$ cat config.mk
export PLATFORM = sky130hd
export DESIGN_NAME = hbp_packer
export DESIGN_NICKNAME = d
export VERILOG_FILES = /design/src/sv/hbp_pkg.sv /design/src/sv/hbp_packer.sv
export SDC_FILE = /design/constraint.sdc
export NUM_CORES = 1
export LEC_CHECK = 0
export ABC_AREA = 1
export BUFFER_PORTS_ARGS = -buffer_cell sky130_fd_sc_hd__buf_4
export CORE_MARGIN = 2
export CORE_UTILIZATION = 45
export DETAILED_ROUTE_END_ITERATION = 7
export PLACE_DENSITY = 0.71
export SLEW_MARGIN = 20
export SYNTH_ARGS = -nofsm -noshare
export SYNTH_HDL_FRONTEND = slang
export SYNTH_SLANG_ARGS = --single-unit
export TNS_END_PERCENT = 10
$ cat constraint.sdc
create_clock -name i_clk -period 2.6 [get_ports i_clk]
set_input_delay 0.13 -clock i_clk [delete_from_list [all_inputs] [get_ports i_clk]]
set_output_delay 0.13 -clock i_clk [all_outputs]
set_load 0.01 [all_outputs]
$ cat src/sv/hbp_pkg.sv
// Shared types and constants for the Huffman bit packer.
// No dependencies; imported by huffman_bit_packer and hbp_packer.
`timescale 1ns / 1ps
`default_nettype none

package hbp_pkg;

    // Fixed field widths
    localparam int BYTE_W    = 8;    // output byte
    localparam int PEND_W    = 7;    // leftover bits between items
    localparam int PCNT_W    = 3;    // width of a leftover count (0..7)
    localparam int SYM_W     = 8;    // data byte / table index
    localparam int SYM_COUNT = 256;  // code table entries
    localparam int CODE_W    = 32;   // code_word field
    localparam int CLEN_W    = 6;    // code_len field

    // Input item kinds, carried in tuser
    typedef enum logic [1:0] {
        CMD_LOAD   = 2'd0,
        CMD_ENCODE = 2'd1,
        CMD_FLUSH  = 2'd2
    } t_cmd;

    // Sequencer states of the top level
    typedef enum logic {
        ST_IDLE,
        ST_LOOK
    } t_state;

    // Commands from the sequencer to the packer
    typedef struct packed {
        logic ld_code;   // append the table entry on the RAM read port
        logic ld_flush;  // pad the leftover bits out to one byte
    } t_pk_ctrl;

    // Status from the packer to the sequencer
    typedef struct packed {
        logic busy;        // whole bytes still waiting to go out
        logic pend_empty;  // no leftover bits held
    } t_pk_stat;

endpackage

`default_nettype wire

$ cat src/sv/hbp_packer.sv
// Bit accumulator and byte emitter of the Huffman bit packer.
// Depends on hbp_pkg (control/status structs, byte constants).
`timescale 1ns / 1ps
`default_nettype none

module hbp_packer import hbp_pkg::*; #(
    parameter int WORD_W = 32,
    parameter int LEN_W  = 6
) (
    input  wire                i_clk,
    input  wire                i_rst_n,
    input  t_pk_ctrl           i_ctrl,
    input  wire [WORD_W-1:0]   i_word,
    input  wire [LEN_W-1:0]    i_len,
    output t_pk_stat           o_stat,
    output logic               o_valid,
    input  wire                i_ready,
    output logic [BYTE_W-1:0]  o_byte,
    output logic               o_last
);

    localparam int ACC_W = WORD_W + PEND_W;
    localparam int CNT_W = $clog2(ACC_W + 1);

    // Accumulator: right aligned, earliest bit highest, bits above r_cnt are zero.
    // While r_cnt < 8 it simply holds the leftover bits.
    logic [ACC_W-1:0]  r_acc, n_acc;
    logic [CNT_W-1:0]  r_cnt, n_cnt;
    logic              r_out_valid, n_out_valid;
    logic [BYTE_W-1:0] r_out_byte, n_out_byte;
    logic              r_out_last, n_out_last;

    logic              have_byte;
    logic              fire;
    logic [CNT_W-1:0]  byte_sh;
    logic [WORD_W-1:0] word_m;
    logic [3:0]        flush_sh;

    assign have_byte = (r_cnt >= CNT_W'(BYTE_W));
    assign fire      = have_byte && (!r_out_valid || i_ready);
    assign byte_sh   = r_cnt - CNT_W'(BYTE_W);
    assign word_m    = i_word & ~({WORD_W{1'b1}} << i_len);
    assign flush_sh  = 4'(BYTE_W) - 4'(r_cnt[PCNT_W-1:0]);

    // next accumulator and output slot
    always_comb begin
        n_acc       = r_acc;
        n_cnt       = r_cnt;
        n_out_valid = r_out_valid && !i_ready;
        n_out_byte  = r_out_byte;
        n_out_last  = r_out_last;

        if (fire) begin
            // top byte of the accumulator goes out, the rest stays masked
            n_out_valid = 1'b1;
            n_out_byte  = BYTE_W'(r_acc >> byte_sh);
            n_out_last  = (byte_sh < CNT_W'(BYTE_W));
            n_acc       = r_acc & ~({ACC_W{1'b1}} << byte_sh);
            n_cnt       = byte_sh;
        end else if (i_ctrl.ld_code) begin
            n_acc = (r_acc << i_len) | ACC_W'(word_m);
            n_cnt = r_cnt + CNT_W'(i_len);
        end else if (i_ctrl.ld_flush) begin
            n_acc = r_acc << flush_sh;
            n_cnt = CNT_W'(BYTE_W);
        end
    end

    always_ff @(posedge i_clk) begin
        if (!i_rst_n) begin
            r_acc       <= '0;
            r_cnt       <= '0;
            r_out_valid <= 1'b0;
        end else begin
            r_acc       <= n_acc;
            r_cnt       <= n_cnt;
            r_out_valid <= n_out_valid;
        end
    end

    // output payload, no reset needed
    always_ff @(posedge i_clk) begin
        r_out_byte <= n_out_byte;
        r_out_last <= n_out_last;
    end

    assign o_stat.busy       = have_byte;
    assign o_stat.pend_empty = (r_cnt == '0);
    assign o_valid           = r_out_valid;
    assign o_byte            = r_out_byte;
    assign o_last            = r_out_last;

endmodule

`default_nettype wire
==> flow_summary.yaml, run 1 <==
synth:
  ys_ff_latch: 55
  seq_area_frac_synth_pct: 14.24
  syn_inst: 1559
  yosysUniqueCellTypes: 58
  synthArstFlopShare_pct: 0
  yosysWarnings: 0
  synth_edf_count: 9
  yosys.cell_count.top_type: "nand2_1"
  yosys_most_used_dff: "dfxtp_1"
  synth_area_um2: 8367
  synth.avg_cell_area_um2: 5.367
  synthTopCellsByArea: "nand2_1 27%, nand3_1 13%, dfxtp_1 11%, o21ai_0 6.8%, a21oi_1 6.2%"
  synth_common_cells: "595 x nand2_1, 213 x nand3_1, 114 x o21ai_0"
  synth_fp_nets: 1616
  synth_top_area_cell: "nand2_1"
  synth_top_area_share_pct: 26.69
critical_path:
  cp_slowest_stage_delay_ps: 400
  crit_fanout: 6
  critical_path_class: "reg -> reg"
  crit_chain: "inv_1 -> ha_1 -> inv_1 -> ha_1 -> nor2_1 -> inv_1 -> o21ai_0 -> o21ai_1 -> buf_4 -> nand3_1 -> a21oi_1"
  path_delay_family: "compound AO/OA/AOI/OAI gates"
  cp.required_ps: 2850
  worstSetupStartpointType: "flip-flop"
  crit_buf_inv: 4
  crit_path_end_kind: "flip-flop"
  worst_path_most_repeated_cell: "inv_1"
  arrival_ps: 2600
  critPathSlowestCell: "ha_1"
die:
  die_h_um: 140.4
  start_util_pct: 46.26
  core_um2: 18090
  rows: 49
  die_area_um2: 19700
  pin_count: 55
  die_w_um: 140.4
pwr:
  ir_drop_mv: 0.7107
  power_density_nw_per_um2: 980.4
  p_total_mw: 9.011
  leakagePower_nw: 4.266
placed_design:
  dpl.cell_count: 1792
  dpl.hpwl_mm: 31.14
  port_buffers: 54
  gp_congestion: 0.9864
timing:
  relSlewSlack_pct: 58.54
  fin_crit_ps: 2355
  finalSetupViolCount: 0
  slew_violations: 0
  finClkSkew_ps: 10.03
  tns_ps: 0
  post-route-period-util_pct: 90.56
  tightest_slew_ps: 619.6
  fmax_mhz: 424.7
  rsz0062_at_grt: "no"
  hold_viol_final: 0
cts:
  cts_max_level: 2
  clock_latency_ps: 310
  clk_path_buf_depth: 2
  root_buffer: "clkbuf_16"
  cts_hold_buf: 0
  cts_resized: 0
  clkTransAtPathRegs_ps: 80
  cts_inserted_buffers: 5
  cts_tree: "built"
  cts.sinks: 55
  post_cts.repair.setup_buffers: 0
global_route:
  grt_pass1_wl_mm: 59.51
  grtUsageTotal_pct: 39.19
  grt_antenna_before_repair: 0
  grt_overflow_total: 0
  grt_pass1_vias: 9975
  grt_start_max_net_pins: 58
drt:
  ant_nets: 0
  finalWirelength_mm: 39.36
  via_per_inst: 6.141
  drt_first_pass_iters: 8
  post_drt_wl_per_cell_um: 21.87
  drc: 0
  drt_iter0_drc: 1494
  vias: 11050
outcome:
  status: "finished, final reports clean"
finish:
  area_growth_pct: 9.855
  nFillCells: 2053
  fin_nets: 1627
  instances_no_fill: 1800
  antenna_cells: 0
  post_route_cells_drive_above_1_share_pct: 9.994
hold_path:
  hold_path.class: "in -> reg"
job:
  maxCapViolCount: 0
[per-layer routing]
layer / up-vias / GRT usage [%] / routed length (um)
li1: 5229 / - / -
met1: 5108 / 55.17 / 16850
met2: 626 / 61.07 / 17090
met3: 90 / 6.598 / 4014
met4: 0 / 12.39 / 1408
met5: - / 0 / 0
[final timing paths]
kind,from,end,slack [ps],cells after the start
hold / removal,i_rst_n,r_acc[6],140,3
setup / recovery,r_cnt[4],r_acc[29],250,11
setup reg to reg,r_cnt[4],r_acc[29],250,11
hold reg to reg,r_cnt[4],r_cnt[4],500,2
[state kept, by name, indices dropped and copies added (netlist names)]
register,flops
o_last,1
r_cnt,6
o_byte,8
o_valid,1
r_acc,39
[layout by cell type, fill, tap and decap left out, types with 5 or more instances in the layout]
cell and count:
nand2_1 595, nand3_1 213, o21ai_0 114, a21oi_1 104
buf_4 97, inv_1 89, nor2_1 74, dfxtp_1 45
o21ai_1 33, o211ai_1 25, mux2i_1 14, ha_1 13
o22ai_1 11, inv_2 9, o211ai_2 9, edfxtp_1 9
nor3_1 8, a21boi_0 8, and2_1 7, nand4_1 7
a211oi_1 6, clkbuf_16 6, buf_12 6, o2111ai_1 5
[tightest hold or removal path: cells and delay by family]
family	cells	cell delay (ps)
AO/OA/AOI/OAI	2	120
buffers and inverters	1	160
[power by group]
part | switching, mW | internal [mW] | leakage [nW]
Clock | 0.369 | 0.443 | 0.0850
Combinational | 4.60 | 1.99 | 3.71
Sequential | 0.431 | 1.18 | 0.470
Total | 5.40 | 3.61 | 4.27
[per-stage QoR]
stage	setup slack (ps)	instance area (um^2)	utilization (%)	hold WS [ps]
2_1_floorplan	90.49	8367	-	252.7
3_3_place_gp	350.8	9022	49.89	452.5
3_5_place_dp	318.6	9022	49.89	460.8
4_1_cts	301.7	9191	50.82	131.5
5_1_grt	114.9	9191	50.82	162.6
6_report	245.4	9191	50.82	135.4
[logic make-up (layout without fill, tap and decap cells)]
kind of cell	after synthesis	after routing	synth area share (%)
compound gates	341	341	24.06
xor+xnor	4	4	0.4188
fa+ha+maj	14	14	2.183
buf+inv	205	217	10.62
flops	55	55	14.24
mux	14	14	1.675
simple gates	926	926	46.81
[area by class of cell]
type	count	area [um^2]	area share [%]
multi-input cells	1299	6287	68.40
flip-flops and latches	55	1192	12.97
repair buffers	103	848.3	9.230
inverters	106	407.9	4.438
well taps	229	286.5	3.117
clock buffers	7	163.9	1.783
clock inverters	1	5.005	0.05445
Power figures use the tool's default switching activity.
==> inputs of run 2 (changes only) <==
--- a/config.mk
+++ b/config.mk
@@ -7,10 +7,12 @@
 export LEC_CHECK = 0
 export ABC_AREA = 1
 export BUFFER_PORTS_ARGS = -buffer_cell sky130_fd_sc_hd__buf_4
-export CORE_MARGIN = 2
-export CORE_UTILIZATION = 45
+export CELL_PAD_IN_SITES_DETAIL_PLACEMENT = 2
+export CELL_PAD_IN_SITES_GLOBAL_PLACEMENT = 2
+export CORE_MARGIN = 5
+export CORE_UTILIZATION = 29
 export DETAILED_ROUTE_END_ITERATION = 7
-export PLACE_DENSITY = 0.71
+export PLACE_DENSITY = 0.85
 export SLEW_MARGIN = 20
 export SYNTH_ARGS = -nofsm -noshare
 export SYNTH_HDL_FRONTEND = slang
==> flow_summary.yaml, run 2 (synthesized netlist as in run 1, its figures left out) <==
outcome:
  status: "finished, final reports clean"
die:
  core_um2: 28630
  rows: 62
  pin_count: 55
  die_area_um2: 32350
  start_util_pct: 29.23
  die_w_um: 179.9
  die_h_um: 179.9
cts:
  clock_latency_ps: 330
  clkTransAtPathRegs_ps: 90
  clk_path_buf_depth: 2
  cts.sinks: 55
  root_buffer: "clkbuf_16"
  cts_tree: "built"
  cts_max_level: 2
  cts_inserted_buffers: 5
global_route:
  grt_overflow_total: 0
  grt_antenna_before_repair: 0
  grt_pass1_wl_mm: 73.70
  grt_pass1_vias: 12380
  grtUsageTotal_pct: 28.63
  grt_start_max_net_pins: 60
critical_path:
  reg2reg_depth: 10
  crit_path_end: "r_acc[27]"
  crit_chain: "inv_1 -> ha_1 -> inv_1 -> ha_1 -> nor2_1 -> inv_1 -> o21ai_0 -> o21ai_1 -> nand2_1 -> a21oi_1"
  arrival_ps: 2820
  r2r_start: "r_cnt[4]"
  critPathLaunch: "r_cnt[4]"
  crit_buf_inv: 3
  critical_path_class: "reg -> reg"
  path_depth: 10
  worstSetupStartpointType: "flip-flop"
  cp_slowest_stage_delay_ps: 530
  r2r_setup_slack_ps: 30
  r2r_end: "r_acc[27]"
  worst_path_most_repeated_cell: "inv_1"
  critPathSlowestCell: "o21ai_1"
  crit_path_end_kind: "flip-flop"
  crit_fanout: 6
  path_delay_family: "compound AO/OA/AOI/OAI gates"
  cp.required_ps: 2850
drt:
  drt_first_pass_iters: 5
  post_drt_wl_per_cell_um: 26.18
  drc: 0
  vias: 11890
  ant_nets: 0
  finalWirelength_mm: 51.30
  drt_iter0_drc: 1062
  via_per_inst: 6.071
timing:
  relSlewSlack_pct: 49.26
  tightest_slew_ps: 761.1
  slew_violations: 0
  finalSetupViolCount: 0
  fin_crit_ps: 2567
  hold_viol_final: 0
  fmax_mhz: 389.6
  post-route-period-util_pct: 98.72
  finClkSkew_ps: 4.626
placed_design:
  gp_congestion: 1.027
  dpl_cell_area_um2: 9151
  dpl.cell_count: 1943
  port_buffers: 54
  dpl.hpwl_mm: 38.56
pwr:
  power_density_nw_per_um2: 1051
  leakagePower_nw: 4.259
  ir_drop_mv: 0.3647
finish:
  post_route_cells_drive_above_1_share_pct: 10.67
  mostFrequentLayoutCell: "nand2_1"
  instances_no_fill: 1959
  antenna_cells: 0
  layout_common_cells: "595 x nand2_1, 213 x nand3_1, 112 x o21ai_0"
  area_growth_pct: 12.26
  fin_nets: 1631
  largest_register_ff_count: 39
  nFillCells: 3675
  top_register: "r_acc"
  final_area_um2: 9393
hold_path:
  min_path_cells: 3
  hold_path.class: "in -> reg"
  min_from: "i_rst_n"
job:
  maxCapViolCount: 0
-- run 2: worst min-delay path by stage --
stage | end | slack, ps
2_1_floorplan | r_acc[23] | 250
3_3_place_gp | r_acc[6] | 460
3_5_place_dp | r_acc[23] | 470
4_1_cts | r_acc[23] | 130
5_1_grt | r_acc[6] | 150
6_report | r_acc[6] | 130
-- run 2: worst register-to-register path, cell delays in order, from the launching register on --
cell     delay (ps)
dfxtp_1         350
inv_1           140
ha_1            190
inv_1            60
ha_1            500
nor2_1          130
inv_1            90
o21ai_0         170
o21ai_1         530
nand2_1         120
a21oi_1         210
-- run 2: report_power, final --
part	internal [mW]	switching (mW)
Clock	0.365	0.423
Combinational	2.07	5.36
Sequential	1.18	0.479
-- run 2: timing repair --
action	in CTS	in global routing
setup endpoints to repair	0	24
buffers inserted	0	8
hold buffers	0	0
resized for setup	0	12
-- run 2: area by class of cell --
| type | count | area [um^2] | area share [%] |
|---|---|---|---|
| Clock inverter | 3 | 22.52 | 0.2398 |
| Tap cell | 384 | 480.5 | 5.115 |
| Clock buffer | 5 | 125.1 | 1.332 |
| Multi-Input combinational cell | 1299 | 6302 | 67.10 |
| Inverter | 106 | 417.9 | 4.449 |
| Sequential cell | 55 | 1192 | 12.69 |
| Timing Repair Buffer | 107 | 852.1 | 9.072 |
-- run 2: layer usage --
metal | wire length, um | GRT usage [%] | vias to the layer above
met5 | 0 | 0 | -
met1 | 20360 | 35.46 | 5840
li1 | - | - | 5242
met3 | 3625 | 3.941 | 217
met4 | 3806 | 15.15 | 0
met2 | 23510 | 48.25 | 594
-- run 2: per-stage QoR --
| step | TNS (ps) | power [mW] | setup WS (ps) | hold WS [ps] | utilization [%] |
|---|---|---|---|---|---|
| after floorplan | 0 | 5.872 | 90.49 | 252.7 | - |
| final | 0 | 9.876 | 33.27 | 126.9 | 32.81 |
| after detailed placement | 0 | 8.458 | 87.64 | 467.9 | 31.97 |
| after CTS | 0 | 9.282 | 36.22 | 134.3 | 32.49 |
| after global placement | 0 | 8.103 | 222.6 | 464.9 | 31.97 |
| after global routing | -228.0 | 10.34 | -86.18 | 145.3 | 32.81 |
==> inputs of run 3 (changes only) <==
--- a/config.mk
+++ b/config.mk
@@ -10,9 +10,10 @@
 export CELL_PAD_IN_SITES_DETAIL_PLACEMENT = 2
 export CELL_PAD_IN_SITES_GLOBAL_PLACEMENT = 2
 export CORE_MARGIN = 5
-export CORE_UTILIZATION = 29
+export CORE_UTILIZATION = 35
+export CTS_BUF_LIST = sky130_fd_sc_hd__clkbuf_4
 export DETAILED_ROUTE_END_ITERATION = 7
-export PLACE_DENSITY = 0.85
+export PLACE_DENSITY = 0.95
 export SLEW_MARGIN = 20
 export SYNTH_ARGS = -nofsm -noshare
 export SYNTH_HDL_FRONTEND = slang
==> constraint.sdc (replaced) <==
create_clock -name i_clk -period 3.3 [get_ports i_clk]
set_input_delay 0.165 -clock i_clk [delete_from_list [all_inputs] [get_ports i_clk]]
set_output_delay 0.165 -clock i_clk [all_outputs]
set_load 0.01 [all_outputs]
==> flow_summary.yaml, run 3 (synthesized netlist as in run 1, its figures left out) <==
timing:
  tns_ps: 0
  fin_ws_ps: 316.0
  slew_violations: 0
  fmax_mhz: 335.1
  post-route-period-util_pct: 90.42
  finClkSkew_ps: 21.92
  tightest_slew_ps: 781.6
  fin_crit_ps: 2984
  relSlewSlack_pct: 47.84
  hold_viol_final: 0
  rsz0062_at_grt: "no"
  finalSetupViolCount: 0
hold_path:
  hold_path.class: "in -> reg"
  min_from: "i_rst_n"
critical_path:
  worstSetupStartpointType: "flip-flop"
  cp.required_ps: 3670
  arrival_ps: 3360
  critical_path_class: "reg -> reg"
  critPathLaunch: "r_cnt[3]"
  crit_path_end_kind: "flip-flop"
  r2r_start: "r_cnt[3]"
  crit_fanout: 8
cts:
  cts_tree: "built"
  cts.sinks: 55
  post_cts.repair.setup_buffers: 0
  clock_latency_ps: 480
  cts_inserted_buffers: 5
  cts_hold_buf: 0
  root_buffer: "clkbuf_4"
  clk_path_buf_depth: 2
  clkTransAtPathRegs_ps: 220
  cts_max_level: 2
  cts_resized: 0
drt:
  post_drt_wl_per_cell_um: 27.55
  drt_first_pass_iters: 5
  drc: 0
  finalWirelength_mm: 51.55
  ant_nets: 0
  vias: 11980
  via_per_inst: 6.404
  drt_iter0_drc: 1293
global_route:
  grt_overflow_total: 0
  grt_pass1_vias: 12690
  grt_start_max_net_pins: 60
  grt_antenna_before_repair: 1
  grtUsageTotal_pct: 37.50
  grt_pass1_wl_mm: 77.03
die:
  pin_count: 55
  start_util_pct: 35.64
  die_area_um2: 27100
  rows: 56
  die_h_um: 164.6
  die_w_um: 164.6
  core_um2: 23470
placed_design:
  dpl_cell_area_um2: 8925
  gp_congestion: 0.9746
  pre_cts_ws_ps: 458.0
  port_buffers: 54
  dpl.hpwl_mm: 41.49
finish:
  nFillCells: 3105
  post_route_cells_drive_above_1_share_pct: 8.897
  area_growth_pct: 7.402
  final_util_pct: 38.28
  final_area_um2: 8986
  mostFrequentLayoutCell: "nand2_1"
  top_register: "r_acc"
  largest_register_ff_count: 39
  fin_nets: 1607
  layout_common_cells: "595 x nand2_1, 213 x nand3_1, 114 x o21ai_0"
pwr:
  power_density_nw_per_um2: 820.7
  p_total_mw: 7.375
  leakagePower_nw: 4.101
  ir_drop_mv: 0.4725
outcome:
  status: "finished, final reports clean"
job:
  maxCapViolCount: 0
==> run 3: path summary, 6_finish.rpt <==
check / to / cells past startpoint / slack [ps]
max: r_acc[27] / 11 / 320
max reg2reg: r_acc[27] / 11 / 320
min: o_valid / 3 / 10
min reg2reg: r_cnt[4] / 2 / 570
==> run 3: where the power goes <==
part	internal (mW)	leakage [nW]	total (mW)	switching (mW)
Sequential	0.930	0.470	1.35	0.421
Clock	0.0922	0.0356	0.390	0.298
Combinational	1.47	3.60	5.63	4.16
Total	2.49	4.10	7.37	4.88
==> run 3: critical path, stage by stage (launching register included) <==
cell     delay [ps]
dfxtp_1         380
inv_1           250
ha_1            210
inv_1            50
ha_1            430
nor2_1           90
buf_4           190
inv_1           300
o21ai_0         160
o21ai_1         350
nand2_1         150
a21oi_1         320
==> run 3: final cells by class <==
| type | instances | area [um^2] | share of cell area [%] |
|---|---|---|---|
| Multi-Input combinational cell | 1299 | 6290 | 69.99 |
| Tap cell | 319 | 399.1 | 4.442 |
| Inverter | 106 | 407.9 | 4.539 |
| Antenna cell | 1 | 2.502 | 0.02785 |
| Clock buffer | 6 | 45.04 | 0.5013 |
| Sequential cell | 55 | 1192 | 13.27 |
| Clock inverter | 2 | 13.76 | 0.1532 |
| Timing Repair Buffer | 83 | 635.6 | 7.073 |
==> run 3: per-layer routing <==
layer  global-route usage (%)  vias to the layer above  part of all wire (%)
met4                    20.64                        0                   7.1
met3                    7.162                      239                   8.6
met2                    61.95                      702                    45
li1                         -                     5194                     -
met1                    45.85                     5846                    39
met5                        0                        -                     0
==> run 3: per-stage QoR <==
stage          hold slack, ps  cells
3_3_place_gp            495.2   1862
5_1_grt                 23.03   1871
6_report                11.80   1871
4_1_cts                 14.95   1870
3_5_place_dp            506.4   1862
2_1_floorplan           287.7   1559
